`src/sv/lcdnw_pkg.sv`:
```
// Shared types, codes and constants for the character LCD nibble write sequencer.
package lcdnw_pkg;

    // Request action codes
    localparam logic [1:0] ACT_CMD   = 2'd0;
    localparam logic [1:0] ACT_CHAR  = 2'd1;
    localparam logic [1:0] ACT_CLEAR = 2'd2;
    localparam logic [1:0] ACT_INIT  = 2'd3;

    // Configuration register indexes
    localparam logic [1:0] CFG_PULSE  = 2'd0;
    localparam logic [1:0] CFG_SETTLE = 2'd1;
    localparam logic [1:0] CFG_WDELAY = 2'd2;

    localparam int CFG_IDX_W  = 2;
    localparam int CFG_DATA_W = 16;
    localparam int HOLD_W     = 17;

    // Register reset values
    localparam logic [7:0]  PULSE_RST  = 8'd2;
    localparam logic [9:0]  SETTLE_RST = 10'd50;
    localparam logic [15:0] WDELAY_RST = 16'd2000;

    // Fixed delays
    localparam logic [HOLD_W-1:0] POWERUP_US     = 17'd50000;
    localparam logic [HOLD_W-1:0] CLEAR_EXTRA_US = 17'd3000;

    // Power-up command list
    localparam int INIT_LEN   = 6;
    localparam int INIT_IDX_W = $clog2(INIT_LEN);
    localparam logic [INIT_IDX_W-1:0] INIT_LAST_IDX = INIT_IDX_W'(INIT_LEN - 1);
    localparam logic [7:0] CLEAR_BYTE = 8'h01;

    function automatic logic [7:0] init_byte(input logic [INIT_IDX_W-1:0] idx);
        logic [7:0] b;
        case (idx)
            3'd0:    b = 8'h33;
            3'd1:    b = 8'h32;
            3'd2:    b = 8'h28;
            3'd3:    b = 8'h0C;
            3'd4:    b = 8'h06;
            default: b = 8'h01;
        endcase
        return b;
    endfunction

    // Controller to datapath
    typedef struct packed {
        logic                  load;   // capture request beat
        logic                  emit;   // load one event into output register
        logic                  pwr;    // event is the all-low power-up wait
        logic [1:0]            phase;  // 0 hi/en, 1 hi/settle, 2 lo/en, 3 lo/settle
        logic [INIT_IDX_W-1:0] idx;    // byte number within init run
        logic                  last;   // final event of the run
    } t_cmd;

    // Datapath to controller
    typedef struct packed {
        logic out_free;  // output register can take an event this cycle
        logic is_init;   // captured request is the init action
    } t_stat;

endpackage

```
`src/sv/lcdnw_if.sv`:
```
// Handshake channel interfaces for request and pin-event beats.
interface lcdnw_req_if;
    logic       valid;
    logic       ready;
    logic [1:0] action;
    logic [7:0] data_byte;

    modport source (output valid, output action, output data_byte, input ready);
    modport sink   (input valid, input action, input data_byte, output ready);
endinterface

interface lcdnw_evt_if;
    logic                          valid;
    logic                          ready;
    logic                          reg_select;
    logic [3:0]                    nibble;
    logic                          enable;
    logic [lcdnw_pkg::HOLD_W-1:0]  hold_us;
    logic                          last;

    modport source (output valid, output reg_select, output nibble, output enable,
                    output hold_us, output last, input ready);
    modport sink   (input valid, input reg_select, input nibble, input enable,
                    input hold_us, input last, output ready);
endinterface

```
`src/sv/char_lcd_nibble_write_sequencer.sv`:
```
// Top level: 4-bit character LCD write sequencer, controller plus datapath.
// One request is taken at a time and turned into a run of pin-event beats:
// a command, character or clear gives 4 beats, init gives 25 (a 50 ms
// all-low wait, then six command bytes). The controller emits one beat per
// clock while the output register drains; the next request is taken once
// the last beat of the run is in the output register. Timing registers
// are written through the cfg port: 0 pulse width, 1 settle, 2 write delay.
module char_lcd_nibble_write_sequencer (
    input  logic                             i_clk,
    input  logic                             i_rst_n,
    input  logic                             i_cfg_wr_en,
    input  logic [lcdnw_pkg::CFG_IDX_W-1:0]  i_cfg_idx,
    input  logic [lcdnw_pkg::CFG_DATA_W-1:0] i_cfg_data,
    lcdnw_req_if.sink                        i_req,
    lcdnw_evt_if.source                      o_evt
);

    lcdnw_pkg::t_cmd  w_cmd;
    lcdnw_pkg::t_stat w_stat;

    lcdnw_ctrl u_ctrl (
        .i_clk       (i_clk),
        .i_rst_n     (i_rst_n),
        .i_req_valid (i_req.valid),
        .o_req_ready (i_req.ready),
        .i_stat      (w_stat),
        .o_cmd       (w_cmd)
    );

    lcdnw_dp u_dp (
        .i_clk        (i_clk),
        .i_rst_n      (i_rst_n),
        .i_cfg_wr_en  (i_cfg_wr_en),
        .i_cfg_idx    (i_cfg_idx),
        .i_cfg_data   (i_cfg_data),
        .i_action     (i_req.action),
        .i_data_byte  (i_req.data_byte),
        .i_cmd        (w_cmd),
        .o_stat       (w_stat),
        .i_evt_ready  (o_evt.ready),
        .o_evt_valid  (o_evt.valid),
        .o_reg_select (o_evt.reg_select),
        .o_nibble     (o_evt.nibble),
        .o_enable     (o_evt.enable),
        .o_hold_us    (o_evt.hold_us),
        .o_last       (o_evt.last)
    );

endmodule

```
`src/sv/lcdnw_ctrl.sv`:
```
// Sequencing state machine: walks power-up wait, bytes and nibble phases.
module lcdnw_ctrl (
    input  logic             i_clk,
    input  logic             i_rst_n,
    input  logic             i_req_valid,
    output logic             o_req_ready,
    input  lcdnw_pkg::t_stat i_stat,
    output lcdnw_pkg::t_cmd  o_cmd
);

    localparam logic [1:0] S_IDLE = 2'd0;
    localparam logic [1:0] S_LOAD = 2'd1;
    localparam logic [1:0] S_PWR  = 2'd2;
    localparam logic [1:0] S_RUN  = 2'd3;

    logic [1:0]                       r_state, n_state;
    logic [1:0]                       r_phase, n_phase;
    logic [lcdnw_pkg::INIT_IDX_W-1:0] r_idx,   n_idx;
    logic                             w_last;

    assign o_req_ready = (r_state == S_IDLE);

    // Last event: low-nibble settle of the final byte
    assign w_last = (r_phase == 2'd3) &&
                    (!i_stat.is_init || (r_idx == lcdnw_pkg::INIT_LAST_IDX));

    // Next state and command
    always_comb begin
        n_state   = r_state;
        n_phase   = r_phase;
        n_idx     = r_idx;
        o_cmd     = '0;
        o_cmd.phase = r_phase;
        o_cmd.idx   = r_idx;
        o_cmd.last  = w_last;
        case (r_state)
            S_IDLE: begin
                if (i_req_valid) begin
                    o_cmd.load = 1'b1;
                    n_phase    = 2'd0;
                    n_idx      = '0;
                    n_state    = S_LOAD;
                end
            end
            S_LOAD: begin
                n_state = i_stat.is_init ? S_PWR : S_RUN;
            end
            S_PWR: begin
                if (i_stat.out_free) begin
                    o_cmd.emit = 1'b1;
                    o_cmd.pwr  = 1'b1;
                    o_cmd.last = 1'b0;
                    n_state    = S_RUN;
                end
            end
            S_RUN: begin
                if (i_stat.out_free) begin
                    o_cmd.emit = 1'b1;
                    n_phase    = r_phase + 2'd1;
                    if (r_phase == 2'd3) begin
                        n_idx = r_idx + lcdnw_pkg::INIT_IDX_W'(1);
                    end
                    if (w_last) begin
                        n_state = S_IDLE;
                    end
                end
            end
            default: n_state = S_IDLE;
        endcase
    end

    always_ff @(posedge i_clk) begin
        if (!i_rst_n) begin
            r_state <= S_IDLE;
            r_phase <= 2'd0;
            r_idx   <= '0;
        end else begin
            r_state <= n_state;
            r_phase <= n_phase;
            r_idx   <= n_idx;
        end
    end

endmodule

```
`src/sv/lcdnw_dp.sv`:
```
// Datapath: timing registers, request capture, event forming and output register.
module lcdnw_dp (
    input  logic                               i_clk,
    input  logic                               i_rst_n,
    input  logic                               i_cfg_wr_en,
    input  logic [lcdnw_pkg::CFG_IDX_W-1:0]    i_cfg_idx,
    input  logic [lcdnw_pkg::CFG_DATA_W-1:0]   i_cfg_data,
    input  logic [1:0]                         i_action,
    input  logic [7:0]                         i_data_byte,
    input  lcdnw_pkg::t_cmd                    i_cmd,
    output lcdnw_pkg::t_stat                   o_stat,
    input  logic                               i_evt_ready,
    output logic                               o_evt_valid,
    output logic                               o_reg_select,
    output logic [3:0]                         o_nibble,
    output logic                               o_enable,
    output logic [lcdnw_pkg::HOLD_W-1:0]       o_hold_us,
    output logic                               o_last
);

    logic [7:0]  r_pulse;
    logic [9:0]  r_settle;
    logic [15:0] r_wdelay;
    logic [1:0]  r_action;
    logic [7:0]  r_data;

    logic        r_valid;
    logic        r_rs;
    logic [3:0]  r_nib;
    logic        r_en;
    logic [lcdnw_pkg::HOLD_W-1:0] r_hold;
    logic        r_last;

    logic [7:0]  w_byte;
    logic [3:0]  w_nib;
    logic [lcdnw_pkg::HOLD_W-1:0] w_hold;
    logic [lcdnw_pkg::HOLD_W-1:0] w_extra;

    // Configuration registers
    always_ff @(posedge i_clk) begin
        if (!i_rst_n) begin
            r_pulse  <= lcdnw_pkg::PULSE_RST;
            r_settle <= lcdnw_pkg::SETTLE_RST;
            r_wdelay <= lcdnw_pkg::WDELAY_RST;
        end else if (i_cfg_wr_en) begin
            case (i_cfg_idx)
                lcdnw_pkg::CFG_PULSE:  r_pulse  <= i_cfg_data[7:0];
                lcdnw_pkg::CFG_SETTLE: r_settle <= i_cfg_data[9:0];
                lcdnw_pkg::CFG_WDELAY: r_wdelay <= i_cfg_data;
                default: ;
            endcase
        end
    end

    // Request capture
    always_ff @(posedge i_clk) begin
        if (i_cmd.load) begin
            r_action <= i_action;
            r_data   <= i_data_byte;
        end
    end

    assign o_stat.is_init  = (r_action == lcdnw_pkg::ACT_INIT);
    assign o_stat.out_free = !r_valid || i_evt_ready;

    // Byte on the bus for this event
    always_comb begin
        case (r_action)
            lcdnw_pkg::ACT_CMD,
            lcdnw_pkg::ACT_CHAR:  w_byte = r_data;
            lcdnw_pkg::ACT_CLEAR: w_byte = lcdnw_pkg::CLEAR_BYTE;
            default:              w_byte = lcdnw_pkg::init_byte(i_cmd.idx);
        endcase
    end

    assign w_nib = i_cmd.phase[1] ? w_byte[3:0] : w_byte[7:4];

    // Hold time: pulse, settle, or settle plus byte delay (plus clear wait at run end)
    assign w_extra = (i_cmd.last &&
                      (r_action inside {lcdnw_pkg::ACT_CLEAR, lcdnw_pkg::ACT_INIT}))
                     ? lcdnw_pkg::CLEAR_EXTRA_US : '0;

    always_comb begin
        case (i_cmd.phase)
            2'd1:    w_hold = 17'(r_settle);
            2'd3:    w_hold = 17'(r_settle) + 17'(r_wdelay) + w_extra;
            default: w_hold = 17'(r_pulse);
        endcase
    end

    // Output register
    always_ff @(posedge i_clk) begin
        if (!i_rst_n) begin
            r_valid <= 1'b0;
        end else if (i_cmd.emit) begin
            r_valid <= 1'b1;
        end else if (i_evt_ready) begin
            r_valid <= 1'b0;
        end
    end

    always_ff @(posedge i_clk) begin
        if (i_cmd.emit) begin
            if (i_cmd.pwr) begin
                r_rs   <= 1'b0;
                r_nib  <= 4'd0;
                r_en   <= 1'b0;
                r_hold <= lcdnw_pkg::POWERUP_US;
                r_last <= 1'b0;
            end else begin
                r_rs   <= (r_action == lcdnw_pkg::ACT_CHAR);
                r_nib  <= w_nib;
                r_en   <= !i_cmd.phase[0];
                r_hold <= w_hold;
                r_last <= i_cmd.last;
            end
        end
    end

    assign o_evt_valid  = r_valid;
    assign o_reg_select = r_rs;
    assign o_nibble     = r_nib;
    assign o_enable     = r_en;
    assign o_hold_us    = r_hold;
    assign o_last       = r_last;

endmodule

```
`src/flat_wrapper.sv`:
```
// flat-port wrapper written by rule: the top's interface ports become plain ports
module char_lcd_nibble_write_sequencer_flat 
  (i_clk, i_rst_n, i_cfg_wr_en, i_cfg_idx, i_cfg_data, i_req_valid, i_req_action, i_req_data_byte, i_req_ready, o_evt_valid, o_evt_reg_select, o_evt_nibble, o_evt_enable, o_evt_hold_us, o_evt_last, o_evt_ready);
  lcdnw_req_if i_req_i ();
  lcdnw_evt_if o_evt_i ();
  input  logic i_clk;
  input  logic i_rst_n;
  input  logic i_cfg_wr_en;
  input  logic [lcdnw_pkg::CFG_IDX_W-1:0] i_cfg_idx;
  input  logic [lcdnw_pkg::CFG_DATA_W-1:0] i_cfg_data;
  input wire logic [$bits(i_req_i.valid)-1:0] i_req_valid;
  input wire logic [$bits(i_req_i.action)-1:0] i_req_action;
  input wire logic [$bits(i_req_i.data_byte)-1:0] i_req_data_byte;
  output wire logic [$bits(i_req_i.ready)-1:0] i_req_ready;
  output wire logic [$bits(o_evt_i.valid)-1:0] o_evt_valid;
  output wire logic [$bits(o_evt_i.reg_select)-1:0] o_evt_reg_select;
  output wire logic [$bits(o_evt_i.nibble)-1:0] o_evt_nibble;
  output wire logic [$bits(o_evt_i.enable)-1:0] o_evt_enable;
  output wire logic [$bits(o_evt_i.hold_us)-1:0] o_evt_hold_us;
  output wire logic [$bits(o_evt_i.last)-1:0] o_evt_last;
  input wire logic [$bits(o_evt_i.ready)-1:0] o_evt_ready;
  assign i_req_i.valid = i_req_valid;
  assign i_req_i.action = i_req_action;
  assign i_req_i.data_byte = i_req_data_byte;
  assign i_req_ready = i_req_i.ready;
  assign o_evt_valid = o_evt_i.valid;
  assign o_evt_reg_select = o_evt_i.reg_select;
  assign o_evt_nibble = o_evt_i.nibble;
  assign o_evt_enable = o_evt_i.enable;
  assign o_evt_hold_us = o_evt_i.hold_us;
  assign o_evt_last = o_evt_i.last;
  assign o_evt_i.ready = o_evt_ready;
  char_lcd_nibble_write_sequencer u_core (.i_clk(i_clk), .i_rst_n(i_rst_n), .i_cfg_wr_en(i_cfg_wr_en), .i_cfg_idx(i_cfg_idx), .i_cfg_data(i_cfg_data), .i_req(i_req_i), .o_evt(o_evt_i));
endmodule
```
`config.mk`:
```
export PLATFORM = sky130hd
export DESIGN_NAME = char_lcd_nibble_write_sequencer_flat
export DESIGN_NICKNAME = d
export VERILOG_FILES = /design/src/sv/lcdnw_pkg.sv /design/src/sv/lcdnw_if.sv /design/src/sv/char_lcd_nibble_write_sequencer.sv /design/src/sv/lcdnw_ctrl.sv /design/src/sv/lcdnw_dp.sv /design/src/flat_wrapper.sv
export SDC_FILE = /design/constraint.sdc
export NUM_CORES = 1
export LEC_CHECK = 0
export ABC_AREA = 1
export BUFFER_PORTS_ARGS = -buffer_cell sky130_fd_sc_hd__buf_4
export CORE_MARGIN = 5
export CORE_UTILIZATION = 40
export DETAILED_ROUTE_END_ITERATION = 8
export MAX_ROUTING_LAYER = met4
export PLACE_DENSITY_LB_ADDON = 0.15
export SLEW_MARGIN = 10
export SYNTH_ARGS = -nofsm -noshare
export SYNTH_HDL_FRONTEND = slang
export SYNTH_HIERARCHICAL = 1
export SYNTH_SLANG_ARGS = --single-unit
```
`constraint.sdc`:
```
create_clock -name i_clk -period 9.4 [get_ports i_clk]
set_input_delay 1.88 -clock i_clk [delete_from_list [all_inputs] [get_ports i_clk]]
set_output_delay 1.88 -clock i_clk [all_outputs]
set_load 0.01 [all_outputs]
```
==> run_results.csv <==
group,metric,value,unit
status,status,"finished, final reports clean",
sta,final_max_slew_viol_count,0,
worst_setup_path,critPathMaxStageDelay,0.46,ns
logic_synthesis,async_reset_ff_frac,0,
worst_setup_path,cp_data_required_time,9.50,ns
logic_synthesis,synth_edf_count,34,
worst_setup_path,path_class,"in -> reg",
worst_setup_path,path_common_cell,"nand2_1",
grt,grt_pass1_vias,3290,
grt,grt_usage,0.1672,
worst_setup_path,path_buf_inv,4,
sta,hold_ws,0.4639,ns
worst_setup_path,cp-start-kind,"input port",
final_layout,fillers,1035,
place,hpwl,7.448,mm
logic_synthesis,ys.flop_type,"dfxtp_1",
min_path,hold_class,"reg -> reg",
cts,root_buffer,"clkbuf_8",
sta,post-route-period-util,0.4894,
worst_setup_path,worstPathArrival,4.70,ns
cts,cts_tree,"built",
logic_synthesis,syn_area_per_cell,7.760,µm²
worst_setup_path,crit_chain,"buf_4 -> inv_1 -> nand2_1 -> nand2_1 -> inv_1 -> nor2_1 -> nand2_1 -> inv_1 -> fa_1 -> ha_1 -> a21oi_1 -> nand2_1 -> a21oi_1 -> nand3_1 -> nand3_1 -> nand2_1",
worst_setup_path,end_kind,"flop",
routing,met2_wirelength,4.013,mm
place,pre_cts_slack,4.508,ns
sta,max_slew_margin,0.6024,
sta,fmax,217.4,MHz
final_layout,area_growth,17.68,%
cts,cts-buffers-inserted,9,
sta,worstMarginPinSlew,0.5945,ns
sta,fin_crit,4.601,ns
sta,tns,0,ns
die,die_area,0.01262,mm²
final_layout,multi_input_area,0.001976,mm²
final_layout,seq_area,0.001862,mm²
routing,drt_iter0_drc,187,
place,place_congestion,0.8906,
flow_run,cap_violations,0,
final_layout,nets,666,
routing,wl_met1,5.100,mm
final_layout,drive_above_1_share,0.1450,
die,num_rows,37,
final_layout,n_antenna_cell,0,
sta,clock_skew,0.006866,ns
logic_synthesis,synth_cell_types,35,
logic_synthesis,yosysWarnings,6,
worst_setup_path,crit_fanout,14,
die,start_util,0.4077,
place,port_buffers,58,
logic_synthesis,synth_fp_nets,604,
sta,hold_viol_final,0,
sta,setup_viol,0,
cts,clk_pin_slew,0.08,ns
cts,clockBufferDepth,2,
routing,vias,3553,
cts,cts_num_sinks,76,
grt,grt_overflow,0,
cts,hold_buffers,0,
logic_synthesis,ys_seq_elements,76,
logic_synthesis,ys_seq_area_frac,0.4443,
cts,clk_latency,0.36,ns
die,core-area,0.01028,mm²
grt,grt_pass1_wl,16.28,mm
die,die_height,112.4,µm
cts,cts_resized,0,
routing,drt.antenna.violating_nets,0,
worst_setup_path,crit_slowest_cell,"fa_1",
power_and_ir_drop,ir_worst_vdd,0.09660,mV
power_and_ir_drop,leakage,0.002373,µW
logic_synthesis,synthCells,540,
routing,route.met3.wl,590,µm
routing,wire_per_inst,13.24,µm
grt,grt_max_degree,40,
final_layout,utilization,0.4798,
routing,first_pass_iters,5,
die,io_pins,59,
grt,antenna_found_initial,0,
logic_synthesis,syn_area,0.004190,mm²
routing,top_layer,"met4",
routing,drcViolationCount,0,
sta,setup_ws,4.799,ns
routing,totalWireLength,9.841,mm
cts,cts_max_level,3,
sta,rsz0062_at_grt,"false",
die,die_w,112.4,µm
routing,routed_via_density,4.782,
worst_setup_path,critPathTopFamily,"simple AND/OR/NAND/NOR gates",
power_and_ir_drop,p_per_area,208.1,mW/mm²
cts,postCtsSetupRepairBufs,0,
[metal layers]
metal,track usage,up-vias
met5,-,-
met4,0.05529,0
met3,0.04420,8
met2,0.2261,90
met1,0.2411,1589
li1,-,1866
[report_power, final]
group / leakage (µW) / switching, µW / internal (µW)
combinational: 0.00163 / 214 / 132
clock: 0.0000803 / 120 / 95.6
sequential: 0.000666 / 34.3 / 430
total: 0.00237 / 368 / 658
[registers in the layout, summed over array words and instances (netlist names), 2 cells and up]
register	flops
u_core/u_dp/r_settle	10
u_core/u_dp/o_hold_us	17
u_core/u_ctrl/r_phase	2
u_core/u_ctrl/r_idx	3
u_core/u_dp/r_pulse	8
u_core/u_dp/r_wdelay	16
u_core/u_dp/r_action	2
u_core/u_dp/r_data	8
u_core/u_ctrl/r_state	2
u_core/u_dp/o_nibble	4
[cells by family after synthesis]
family,Yosys count,share of synthesized area
adders and majority gates,31,0.1051
buffers and inverters,93,0.08510
AOI/OAI and AO/OA,78,0.1003
and+or+nand+nor,262,0.2652
DFF,76,0.4443
[synth_stat cells, types with 2 or more instances]
| cell type | count | share of area |
|---|---|---|
| a21oi_1 | 29 | 0.035 |
| buf_2 | 3 | 0.0036 |
| edfxtp_1 | 34 | 0.24 |
| o21ai_0 | 38 | 0.045 |
| nor2_4 | 2 | 0.0054 |
| ha_1 | 24 | 0.072 |
| nand2_2 | 3 | 0.0045 |
| a31oi_1 | 2 | 0.0030 |
| fa_1 | 7 | 0.033 |
| nand2_1 | 133 | 0.12 |
| nor2_1 | 67 | 0.060 |
| and3_1 | 2 | 0.0030 |
| inv_1 | 79 | 0.071 |
| inv_2 | 6 | 0.0054 |
| nand3_1 | 42 | 0.050 |
| clkbuf_1 | 4 | 0.0036 |
| dfxtp_1 | 42 | 0.20 |
| nand3b_1 | 2 | 0.0036 |
| nand4_1 | 5 | 0.0075 |
[cell type report]
class | count | share of cell area
multi-input cells | 371 | 0.4007
flip-flops and latches | 76 | 0.3776
repair buffers | 59 | 0.08982
inverters | 85 | 0.06470
well taps | 136 | 0.03451
clock buffers | 12 | 0.02740
clock inverters | 4 | 0.005329
[cells in the final DEF, fill, tap and decap left out, types with 3 or more instances in the layout]
master    synthesis  layout
inv_1            79      79
nand2_1         133     133
nand2_2           3       3
nor2_1           67      67
inv_2             6       6
clkbuf_1          4       3
nand3_1          42      42
nand4_1           5       5
edfxtp_1         34      34
clkbuf_8          0       9
dfxtp_1          42      42
o21ai_0          38      38
ha_1             24      24
fa_1              7       7
a21oi_1          29      28
buf_4             1      59
[metrics by stage]
step	power (µW)	cells	area, µm²
global route	1106	743	4931
finish	1026	743	4931
floorplan	687.2	540	4190
global placement	813.0	727	4770
CTS	1040	743	4931
detailed placement	819.8	727	4770
[worst min-delay path: stages (launching register included)]
cell and delay, ns:
dfxtp_1 0.33, nand2_1 0.05, nand3_1 0.05
[worst paths after layout]
kind | slack [ns] | start | to | cells after the start
worst min register to register | 0.46 | u_core/u_dp/r_wdelay[6]$_SDFFE_PN1P_ | u_core/u_dp/r_wdelay[6]$_SDFFE_PN1P_ | 2
worst max-delay path | 4.80 | o_evt_ready | u_core/u_dp/o_hold_us[14]$_SDFFCE_PP1P_ | 16
worst max register to register | 5.84 | u_core/u_ctrl/r_state[0]$_SDFFE_PN0P_ | u_core/u_dp/o_hold_us[14]$_SDFFCE_PP1P_ | 15
worst min-delay path | 0.46 | u_core/u_dp/r_wdelay[6]$_SDFFE_PN1P_ | u_core/u_dp/r_wdelay[6]$_SDFFE_PN1P_ | 2
Power figures use the tool's default switching activity.
